<file path="src/hw/rtl/ops_pkg.sv">
// Shared types, constants and register map of the overdue poll scheduler.
`default_nettype none
package ops_pkg;

    // Default number of cells in the chain.
    localparam int FEEDS_DEF = 4;
    // Only this many sources have a mask bit and an interval register.
    localparam int SRC_LIMIT = 4;

    localparam int ADDR_W = 5;
    localparam int DATA_W = 32;

    localparam logic [15:0] FAIL_MAX  = 16'hFFFF;
    localparam logic [2:0]  SHIFT_CAP = 3'd5;

    // Operation codes carried in the func field.
    localparam logic [1:0] FUNC_QUERY   = 2'd0;
    localparam logic [1:0] FUNC_REPORT  = 2'd1;
    localparam logic [1:0] FUNC_REFRESH = 2'd2;

    // Register indexes (byte address divided by four).
    localparam logic [2:0] REG_MASK  = 3'd0;
    localparam logic [2:0] REG_BASE  = 3'd1;
    localparam logic [2:0] REG_INTV0 = 3'd2;
    localparam logic [2:0] REG_INTV1 = 3'd3;
    localparam logic [2:0] REG_INTV2 = 3'd4;
    localparam logic [2:0] REG_INTV3 = 3'd5;

    localparam logic [3:0]  MASK_RST = 4'd0;
    localparam logic [16:0] BASE_RST = 17'd5000;
    localparam logic [31:0] INTV_RST = 32'd60000;

    typedef struct packed {
        logic [1:0]  func;
        logic [31:0] now_ms;
        logic [1:0]  report_src;
        logic        fetch_ok;
    } in_t;

    typedef struct packed {
        logic        granted;
        logic [1:0]  chosen_src;
        logic [15:0] fail_count;
        logic [31:0] next_due_ms;
        logic [31:0] refresh_count;
    } out_t;

    // Configuration seen by every cell.
    typedef struct packed {
        logic [3:0]                  mask;
        logic [16:0]                 base;
        logic [SRC_LIMIT-1:0][31:0] interval;
    } cfg_t;

    // Token that walks the chain, one cell per cycle.
    typedef struct packed {
        logic        vld;
        logic [1:0]  func;
        logic [31:0] now;
        logic [1:0]  src;
        logic        ok;
        logic        found;
        logic [1:0]  best;
        logic [31:0] worst;
        logic [15:0] fails;
        logic [31:0] due;
    } tok_t;

endpackage
`default_nettype wire

</file>
<file path="src/hw/rtl/ops_cell.sv">
// One scheduler cell: holds one source's due time and failure count.
`default_nettype none
module ops_cell #(
    parameter int IDX = 0
) (
    input  wire logic          aclk,
    input  wire logic          aresetn,
    input  wire ops_pkg::cfg_t cfg,
    input  wire ops_pkg::tok_t tok_in,
    output ops_pkg::tok_t      tok_out
);
    import ops_pkg::*;

    localparam bit         LIVE = (IDX < SRC_LIMIT);
    localparam logic [1:0] ID2  = 2'(IDX);

    logic [31:0] due_reg, due_next;
    logic [15:0] fail_reg, fail_next;
    tok_t        tok_reg, tok_next;

    logic        reg_bit;
    logic [31:0] intv;
    logic [31:0] diff;
    logic [15:0] cnt_inc;
    logic [2:0]  sh;
    logic [31:0] backoff;
    logic        hit;

    // Sources past the register map never take part in queries or reports.
    generate
        if (LIVE) begin : g_live
            assign reg_bit = cfg.mask[IDX];
            assign intv    = cfg.interval[IDX];
        end else begin : g_dead
            assign reg_bit = 1'b0;
            assign intv    = 32'd0;
        end
    endgenerate

    assign diff    = tok_in.now - due_reg;
    assign cnt_inc = (fail_reg == FAIL_MAX) ? fail_reg : fail_reg + 16'd1;
    assign sh      = (cnt_inc > 16'(SHIFT_CAP)) ? SHIFT_CAP : cnt_inc[2:0];
    assign backoff = {15'd0, cfg.base} << sh;
    assign hit     = LIVE && (tok_in.src == ID2);

    always_comb begin
        tok_next  = tok_in;
        due_next  = due_reg;
        fail_next = fail_reg;
        if (tok_in.vld) begin
            case (tok_in.func)
                FUNC_QUERY: begin
                    if (reg_bit && !diff[31] && (!tok_in.found || diff > tok_in.worst)) begin
                        tok_next.found = 1'b1;
                        tok_next.worst = diff;
                        tok_next.best  = ID2;
                        tok_next.fails = fail_reg;
                        tok_next.due   = due_reg;
                    end
                end
                FUNC_REPORT: begin
                    if (hit) begin
                        if (tok_in.ok) begin
                            fail_next = 16'd0;
                            due_next  = tok_in.now + intv;
                        end else begin
                            fail_next = cnt_inc;
                            due_next  = tok_in.now + backoff;
                        end
                        tok_next.fails = fail_next;
                        tok_next.due   = due_next;
                    end
                end
                FUNC_REFRESH: begin
                    due_next = 32'd0;
                end
                default: begin
                end
            endcase
        end
    end

    always_ff @(posedge aclk) begin
        if (!aresetn) begin
            due_reg  <= '0;
            fail_reg <= '0;
            tok_reg  <= '0;
        end else begin
            due_reg  <= due_next;
            fail_reg <= fail_next;
            tok_reg  <= tok_next;
        end
    end

    assign tok_out = tok_reg;

endmodule
`default_nettype wire

</file>
<file path="src/hw/rtl/ops_csr.sv">
// Configuration registers of the overdue poll scheduler behind an APB-style port.
`default_nettype none
module ops_csr (
    input  wire logic                       aclk,
    input  wire logic                       aresetn,
    input  wire logic                       psel,
    input  wire logic                       penable,
    input  wire logic                       pwrite,
    input  wire logic [ops_pkg::ADDR_W-1:0] paddr,
    input  wire logic [ops_pkg::DATA_W-1:0] pwdata,
    output logic      [ops_pkg::DATA_W-1:0] prdata,
    output logic                            pready,
    output ops_pkg::cfg_t                   cfg
);
    import ops_pkg::*;

    logic [3:0]  mask_reg;
    logic [16:0] base_reg;
    logic [31:0] intv_reg [SRC_LIMIT];
    logic [2:0]  idx;
    logic        wr;

    assign idx    = paddr[ADDR_W-1:2];
    assign wr     = psel && penable && pwrite;
    assign pready = 1'b1;

    always_ff @(posedge aclk) begin
        if (!aresetn) begin
            mask_reg <= MASK_RST;
            base_reg <= BASE_RST;
            for (int i = 0; i < SRC_LIMIT; i++) begin
                intv_reg[i] <= INTV_RST;
            end
        end else if (wr) begin
            case (idx)
                REG_MASK:  mask_reg    <= pwdata[3:0];
                REG_BASE:  base_reg    <= pwdata[16:0];
                REG_INTV0: intv_reg[0] <= pwdata;
                REG_INTV1: intv_reg[1] <= pwdata;
                REG_INTV2: intv_reg[2] <= pwdata;
                REG_INTV3: intv_reg[3] <= pwdata;
                default: begin
                end
            endcase
        end
    end

    always_comb begin
        case (idx)
            REG_MASK:  prdata = {28'd0, mask_reg};
            REG_BASE:  prdata = {15'd0, base_reg};
            REG_INTV0: prdata = intv_reg[0];
            REG_INTV1: prdata = intv_reg[1];
            REG_INTV2: prdata = intv_reg[2];
            REG_INTV3: prdata = intv_reg[3];
            default:   prdata = '0;
        endcase
    end

    always_comb begin
        cfg.mask = mask_reg;
        cfg.base = base_reg;
        for (int i = 0; i < SRC_LIMIT; i++) begin
            cfg.interval[i] = intv_reg[i];
        end
    end

endmodule
`default_nettype wire

</file>
<file path="src/hw/rtl/overdue_poll_scheduler.sv">
// Top level of the overdue poll scheduler: cell chain, result register and refresh counter.
//
// Usage. Each transaction on the s_ channel carries one request: a service query, an
// outcome report for one source, or a refresh of all due times. Every request gives
// exactly one result transaction on the m_ channel. A query grants the registered
// source that is most overdue at now_ms, with ties going to the lowest index; a report
// reschedules its source after a success or a failed fetch; a refresh makes every
// source due and bumps the refresh counter.
// Flow. The request travels down a chain of FEEDS cells, one cell per cycle, each
// cell holding one source. The token leaving the last cell is shaped into a result
// and loaded into the output register. s_ready is low from acceptance and rises in the
// same cycle in which that result reaches the output register, so only one request
// walks the chain at a time.
// Stalls. If the receiver holds m_ready low, the finished result waits in the output
// register and s_ready rises again so that a new request can walk the chain; its result
// is parked in a holding register until the output register is free.
// Reset. aresetn is synchronous and active low. It clears all due times, failure
// counts and the refresh counter, and loads the configuration reset values.
`default_nettype none
module overdue_poll_scheduler #(
    parameter int FEEDS = ops_pkg::FEEDS_DEF
) (
    input  wire logic                       aclk,
    input  wire logic                       aresetn,
    input  wire logic                       s_valid,
    output logic                            s_ready,
    input  wire ops_pkg::in_t               s_data,
    output logic                            m_valid,
    input  wire logic                       m_ready,
    output ops_pkg::out_t                   m_data,
    input  wire logic                       psel,
    input  wire logic                       penable,
    input  wire logic                       pwrite,
    input  wire logic [ops_pkg::ADDR_W-1:0] paddr,
    input  wire logic [ops_pkg::DATA_W-1:0] pwdata,
    output logic      [ops_pkg::DATA_W-1:0] prdata,
    output logic                            pready
);
    import ops_pkg::*;

    cfg_t        cfg;
    tok_t        tok [FEEDS+1];
    tok_t        tail;
    out_t        res;
    logic        accept;
    logic        out_free;
    logic [31:0] total_reg, total_next;
    logic        busy_reg;
    logic        m_valid_reg;
    out_t        m_data_reg;
    logic        pend_vld_reg;
    out_t        pend_reg;

    ops_csr u_csr (
        .aclk    (aclk),
        .aresetn (aresetn),
        .psel    (psel),
        .penable (penable),
        .pwrite  (pwrite),
        .paddr   (paddr),
        .pwdata  (pwdata),
        .prdata  (prdata),
        .pready  (pready),
        .cfg     (cfg)
    );

    // A request enters the head of the chain in the cycle it is accepted.
    assign s_ready = !busy_reg;
    assign accept  = s_valid && s_ready;

    always_comb begin
        tok[0]       = '0;
        tok[0].vld   = accept;
        tok[0].func  = s_data.func;
        tok[0].now   = s_data.now_ms;
        tok[0].src   = s_data.report_src;
        tok[0].ok    = s_data.fetch_ok;
    end

    generate
        for (genvar i = 0; i < FEEDS; i++) begin : g_cell
            ops_cell #(.IDX(i)) u_cell (
                .aclk    (aclk),
                .aresetn (aresetn),
                .cfg     (cfg),
                .tok_in  (tok[i]),
                .tok_out (tok[i+1])
            );
        end
    endgenerate

    assign tail = tok[FEEDS];

    // Shape the token leaving the last cell into a result.
    assign total_next = (tail.vld && tail.func == FUNC_REFRESH) ? total_reg + 32'd1 : total_reg;

    always_comb begin
        res               = '0;
        res.refresh_count = total_next;
        res.fail_count    = tail.fails;
        res.next_due_ms   = tail.due;
        case (tail.func)
            FUNC_QUERY: begin
                res.granted    = tail.found;
                res.chosen_src = tail.found ? tail.best : 2'd0;
            end
            FUNC_REPORT: begin
                res.chosen_src = tail.src;
            end
            default: begin
            end
        endcase
    end

    assign out_free = !m_valid_reg || m_ready;

    always_ff @(posedge aclk) begin
        if (!aresetn) begin
            total_reg    <= '0;
            busy_reg     <= 1'b0;
            m_valid_reg  <= 1'b0;
            pend_vld_reg <= 1'b0;
        end else begin
            total_reg <= total_next;
            if (out_free) begin
                if (pend_vld_reg) begin
                    m_data_reg   <= pend_reg;
                    m_valid_reg  <= 1'b1;
                    pend_vld_reg <= 1'b0;
                    busy_reg     <= 1'b0;
                end else if (tail.vld) begin
                    m_data_reg  <= res;
                    m_valid_reg <= 1'b1;
                    busy_reg    <= 1'b0;
                end else begin
                    m_valid_reg <= 1'b0;
                    if (accept) begin
                        busy_reg <= 1'b1;
                    end
                end
            end else begin
                if (tail.vld) begin
                    pend_reg     <= res;
                    pend_vld_reg <= 1'b1;
                end
                if (accept) begin
                    busy_reg <= 1'b1;
                end
            end
        end
    end

    assign m_valid = m_valid_reg;
    assign m_data  = m_data_reg;

endmodule
`default_nettype wire
</file>
<file path="config.mk">
export PLATFORM = sky130hd
export DESIGN_NAME = overdue_poll_scheduler
export DESIGN_NICKNAME = d
export VERILOG_FILES = /design/src/hw/rtl/ops_pkg.sv /design/src/hw/rtl/ops_cell.sv /design/src/hw/rtl/ops_csr.sv /design/src/hw/rtl/overdue_poll_scheduler.sv
export SDC_FILE = /design/constraint.sdc
export NUM_CORES = 2
export LEC_CHECK = 0
export BUFFER_PORTS_ARGS = -buffer_cell sky130_fd_sc_hd__buf_2
export CAP_MARGIN = 20
export CORE_ASPECT_RATIO = 1.2
export CORE_MARGIN = 2
export CORE_UTILIZATION = 50
export CTS_CLUSTER_DIAMETER = 30
export DETAILED_ROUTE_END_ITERATION = 10
export GPL_ROUTABILITY_DRIVEN = 0
export HOLD_SLACK_MARGIN = 0.05
export PLACE_DENSITY_LB_ADDON = 0.08
export SLEW_MARGIN = 40
export SYNTH_ARGS = -nofsm -noshare
export SYNTH_HDL_FRONTEND = slang
export SYNTH_SLANG_ARGS = --single-unit
</file>
<file path="constraint.sdc">
create_clock -name aclk -period 11.7 [get_ports aclk]
set_input_delay 3.51 -clock aclk [delete_from_list [all_inputs] [get_ports aclk]]
set_output_delay 3.51 -clock aclk [all_outputs]
set_load 0.03 [all_outputs]
</file>
# [Yosys cells after proc, flatten, opt, wreduce, memory -nomap -nowiden]
# Memory sizes are Yosys's and may differ from the RTL's.
# Cells that the tools add are included.
[classes] add_sub_neg=17 n_mul=0 div_mod_pow=0 magnitude_cmp=7 n_eq_ne=26 shifts=4 n_mux=76 n_bitwise=6 n_reduce_logical=52
[op_table] cell="2-to-1 mux 83 bit" count=9
[op_table] cell="2-to-1 mux 32 bit" count=13
[op_table] cell="case mux 48 bit (2 select lines)" count=4
[op_table] cell="adder 32 bit" count=8
[op_table] cell="case mux 32 bit (2 select lines)" count=4
[op_table] cell="2-to-1 mux 48 bit" count=4
[op_table] cell="case mux 32 bit (6 select lines)" count=1
[op_table] cell="2-to-1 mux 16 bit" count=8
[op_table] cell="left shift 17 x 3 -> 32 bit" count=4
[op_table] cell="subtractor 32 bit" count=4
[op_table] cell="2-to-1 mux 35 bit" count=3
[op_table] cell="> comparator 32 bit" count=3
[op_table] cell="adder 16 x 1 -> 16 bit (second input constant)" count=4
[op_table] cell="equality test 16 bit (second input constant)" count=4
[op_table] cell="> comparator 16 x 3 -> 1 bit (second input constant)" count=4
[op_table] cell="AND reduction 3 bit" count=11
[op_table] cell="adder 32 x 1 -> 32 bit (second input constant)" count=1
[op_table] cell="2-to-1 mux 1 bit" count=24
[op_table] cell="equality test 2 bit (second input constant)" count=7
[op_table] cell="equality test 2 x 1 -> 1 bit (second input constant)" count=6
[op_table] cell="zero test 2 bit" count=6
[op_table] cell="2-to-1 mux 3 bit" count=4
[op_table] cell="logical AND 1 bit" count=11
[op_table] cell="nonzero test 2 bit" count=5
[op_table] cell="14 further kinds" count=36
[word_totals] regBits=833 latch_bits=0 mem_bits_rw=128 romBits=0 inputBits=81 output_inout_bits=118 elab_cells=250 memories=1
[memory_table] name="u_csr.intv_reg" words=4 word_bits=32 read_ports=4 rd_ports_with_merged_regs=0 wr=4 line_no="ops_csr.sv:19" rtl="logic [31:0] intv_reg [SRC_LIMIT];"

# [Logic depth before layout (Yosys ltp)]
[logic_depth] word_depth=10 mapped_depth=28 ltp_nobuf=26

# [By module]
# From an unflattened synthesis, not the netlist that was laid out.
[unflattened] cells_unflattened=7117 hier_area_um2=62376.1
[modules_own_cells] module="ops_cell at g_cell[2].u_cell" n_inst=1 cells_each=1533 area_each_um2=11932.7 seq_area_each_um2=3383.2
[modules_own_cells] module="ops_cell at g_cell[3].u_cell" n_inst=1 cells_each=1509 area_each_um2=11915.2 seq_area_each_um2=3383.2
[modules_own_cells] module="ops_cell at g_cell[1].u_cell" n_inst=1 cells_each=1517 area_each_um2=11868.9 seq_area_each_um2=3383.2
[modules_own_cells] module="ops_cell at g_cell[0].u_cell" n_inst=1 cells_each=1510 area_each_um2=11791.3 seq_area_each_um2=3383.2
[modules_own_cells] module="overdue_poll_scheduler" n_inst=1 cells_each=518 area_each_um2=7862.5 seq_area_each_um2=5685.5
[modules_own_cells] module="ops_csr" n_inst=1 cells_each=530 area_each_um2=7005.5 seq_area_each_um2=4264.1

# [Worst setup path after synthesis]
# OpenSTA, ideal clock, no wires.
[synth_timing] path_type="input to register" start="in aresetn" end="reg m_data_reg, in the netlist m_data[0] (enable)" setup_ns=0.627 arrival_time_ns=9.864 t_required_ns=11.073 setup_slack_ns=1.209 cell_stages=5 path_buffers=3 path_cell_list="inv_1 -> buf_1 -> clkbuf_1 -> clkbuf_1 -> nor3_1"
[synth_between] elab_chain_cells=1
[synth_lines] element="start: declaration" line_no="overdue_poll_scheduler.sv:24" rtl="input wire logic aresetn,"
[synth_lines] element="AND reduction 3 bit (no line)"
[synth_lines] element="end signal: assignment" line_no="overdue_poll_scheduler.sv:127" rtl="m_data_reg <= pend_reg;"
[synth_lines] element="end signal: assignment" line_no="overdue_poll_scheduler.sv:132" rtl="m_data_reg <= res;"
[synth_lines] element="end: declaration" line_no="overdue_poll_scheduler.sv:50" rtl="out_t m_data_reg;"
# No other way between the ends.
# A chain may end at the register's enable or synchronous reset.

# [Final worst setup path]
[layout_timing] start="in paddr[2] (netlist name)" end="out prdata[3] (netlist name)"
[layout_between] elab_chain_cells=2 elab_cells_between_ends=7 classes_between="eq/ne (5); mux (1); reduce/logical (1)"
[layout_lines] element="start: declaration" line_no="overdue_poll_scheduler.sv:34" rtl="input wire logic [ops_pkg::ADDR_W-1:0] paddr,"
[layout_lines] element="equality test 3 bit, or another cell as far along" line_no="ops_csr.sv:49" rtl="case (idx)"
[layout_lines] element="case mux 32 bit (6 select lines) *" line_no="ops_csr.sv:49"
[layout_lines] element="end: declaration" line_no="overdue_poll_scheduler.sv:36" rtl="output logic [ops_pkg::DATA_W-1:0] prdata,"
# Mark *: on every way between the ends. The rest lies on a longest branch, timed or not.

==> flow_summary.ini <==
[clock_tree]
cts.sinks = 958
numCtsBuffers = 180
path_clk_slew_ns = 0.06
cts_root_buf = clkbuf_16
clockBufferDepth = 3
cts_tree = yes
post_cts_buffers = 0
clock_latency_ns = 0.79
cts_resized = 0
htree_levels = 4
hold_buffers = 0

[critical_path]
endpoint = prdata[3]
crit_arrival_ns = 5.42
worstPathCellList = buf_4, buf_4, buf_12, mux2_2, a22oi_1, o22ai_1, buf_2
rr_endpoint = g_cell[2].u_cell.tok_out[31]
crit_path_frequent_cell = buf_4
cpPeakStageDelay_ns = 0.46
start_kind = input port
end_kind = primary output
r2r_slack_ns = 3.20
cp-startpoint = paddr[2]
r2r_start = g_cell[2].u_cell.fail_reg[0]
crit_fanout = 30
path_class = input port to primary output
worst_ep_required_time_ns = 8.19
cp_slowest_cell = buf_4
reg2reg_depth = 25

[floorplan]
core-area_um2 = 113000
pin_count = 199
start_util = 0.502
die_h_um = 373
rows = 135
fp.dieArea_um2 = 116000
die-width_um = 311

[power_and_ir_drop]
peakVddDrop_mv = 0.163
pwr-share-comb = 0.103
switching_share = 0.264
power_frac_clock = 0.535
total_power_mw = 9.78
p_switching_mw = 2.58
p_leak_nw = 25.9
powerDensity_nw_per_um2 = 151
p_int_mw = 7.20
p_seq_frac = 0.362

[timing]
maxSlewViolCount = 0
tightestPinTransition_ns = 1.05
fmax_ghz = 0.112
setup-tns-final_ns = 0
setup_violations = 0
fin_skew_ns = 0.0261
fin_crit_sh = 0.763
period_minus_slack_ns = 8.93
rsz0062_at_grt = false
setup_ws_ns = 2.77
hold_ws_ns = 0.429
finalHoldViolations = 0
relSlewSlack = 0.291

[layout]
drive_above_1_share = 0.130
final_cells = 8089
final_util = 0.576
final_nets = 6884
final_cell_area_um2 = 64900
area_growth_pct = 14.7
largest_register_ffs = 416

[detailed_routing]
vias_per_cell = 5.97
antenna_left = 0
totalWireLength_um = 191000
vias = 48300
routedWlPerCell_um = 23.6
dr.first_iter.drc_count = 4953
drc = 0
firstDrtPassIters = 9

[synthesis]
synth_cells = 6314
syn_nets = 6776
synthXorXnorAreaFrac = 0.0455
synth_top_area_frac = 0.235
synth-simple-area-share = 0.176
yosys.cell_types.count = 112
synth-seq-area-share = 0.391
muxShareOfSynthArea = 0.0630
synth.most_common_cell = dfxtp_1
synth.avg_cell_area_um2 = 8.96
yosysWarnings = 0
synth_ff_type = dfxtp_1
synth_top_family_by_area = compound AO/OA/AOI/OAI gates
synth_compound_area_frac = 0.190
synth_edf_count = 294
synth.area.top_cells = dfxtp_1 23%, edfxtp_1 16%, ha_1 8.2%, a21oi_1 3.9%, nor2_1 3.7%
async_flop_share = 0
yosys.area.top_type = dfxtp_1
yosys-top-cells-count = 664 x dfxtp_1, 555 x nor2_1, 552 x nand2_1
synth_area_um2 = 56600
synth_seq_cells = 958
synth_fa_ha_area_frac = 0.0853

[placed_design]
portBuffers = 195
placed_area_um2 = 58700
post-place-ws_ns = 2.69
hpwl_um = 146000
dp.cells = 7745

[global_routing]
grt_pass1_wl_um = 282000
grt_usage = 0.321
grt_pass1_vias = 45700
grt_start_max_net_pins = 168
antenna_found_initial = 15
grt_overflow = 0

[outcome]
status = complete, no violations

[run]
cap_viol_max_count = 0

[hold_path]
hold_class = register to register
cells by family (layout without fill, tap and decap cells):
logic type,Yosys count,in the layout
buffers and inverters,679,944
adder cells (fa/ha/maj),381,381
flip-flops,958,958
AND/OR/NAND/NOR,2037,2037
AO/OA/AOI/OAI,1625,1625
other,2,5
multiplexers,338,338
XOR/XNOR,294,294
routing by layer:
layer | vias up | routed length (um) | track usage | part of all wire
met5 | - | 162 | 0 | 0.00085
met4 | 2 | 12200 | 0.193 | 0.064
met3 | 414 | 13900 | 0.0447 | 0.073
met2 | 2119 | 86800 | 0.522 | 0.45
met1 | 22900 | 77900 | 0.406 | 0.41
li1 | 22900 | - | - | -
critical path: cells and delay by family:
kind                   cells  cell delay (ns)
AO/OA/AOI/OAI              2             0.28
multiplexers               1             0.38
buffers and inverters      4             1.21
power by group through the flow:
stage / Sequential, mW / Clock, mW / Combinational, mW
after floorplan: 3.56 / 0 / 0.709
after global placement: 3.60 / 0 / 0.973
after detailed placement: 3.60 / 0 / 0.990
after CTS: 3.53 / 5.28 / 0.994
after global routing: 3.54 / 5.44 / 1.10
final: 3.54 / 5.23 / 1.01
final cells by class:
cell class | count | area, um^2
inverter | 320 | 1210
timing repair buffer | 285 | 1700
antenna | 3 | 7.51
sequential | 958 | 22100
multi-input combinational | 4677 | 31800
tap | 1507 | 1890
clock inverter | 126 | 1340
fill | 10100 | 47700
clock buffer | 213 | 4860
cell usage in the layout, fill, tap and decap left out, types with 128 or more instances in the layout:
cell type,Yosys,final
ha_1,373,373
buf_2,62,193
nor2_1,555,552
inv_1,320,319
mux2_2,139,139
and2_1,316,316
xnor2_1,183,180
a21o_1,128,128
a22oi_1,161,161
o21ai_0,301,290
nand2_1,552,551
a21oi_1,442,441
mux2i_1,197,197
edfxtp_1,294,294
dfxtp_1,664,660
clkbuf_16,0,188
how the worst min path moves through the flow:
stage	from	to	slack, ns	cells past startpoint
floorplan	g_cell[0].u_cell.tok_out[22]	g_cell[1].u_cell.tok_out[22]	0.39	2
global placement	g_cell[3].u_cell.tok_out[36]	pend_reg[68]	0.42	0
detailed placement	g_cell[3].u_cell.tok_out[32]	pend_reg[64]	0.42	0
CTS	g_cell[3].u_cell.tok_out[16]	pend_reg[48]	0.43	0
global route	g_cell[3].u_cell.tok_out[18]	pend_reg[50]	0.44	0
finish	g_cell[3].u_cell.tok_out[16]	pend_reg[48]	0.43	0
Note: power is estimated with default switching activity, not from simulation.
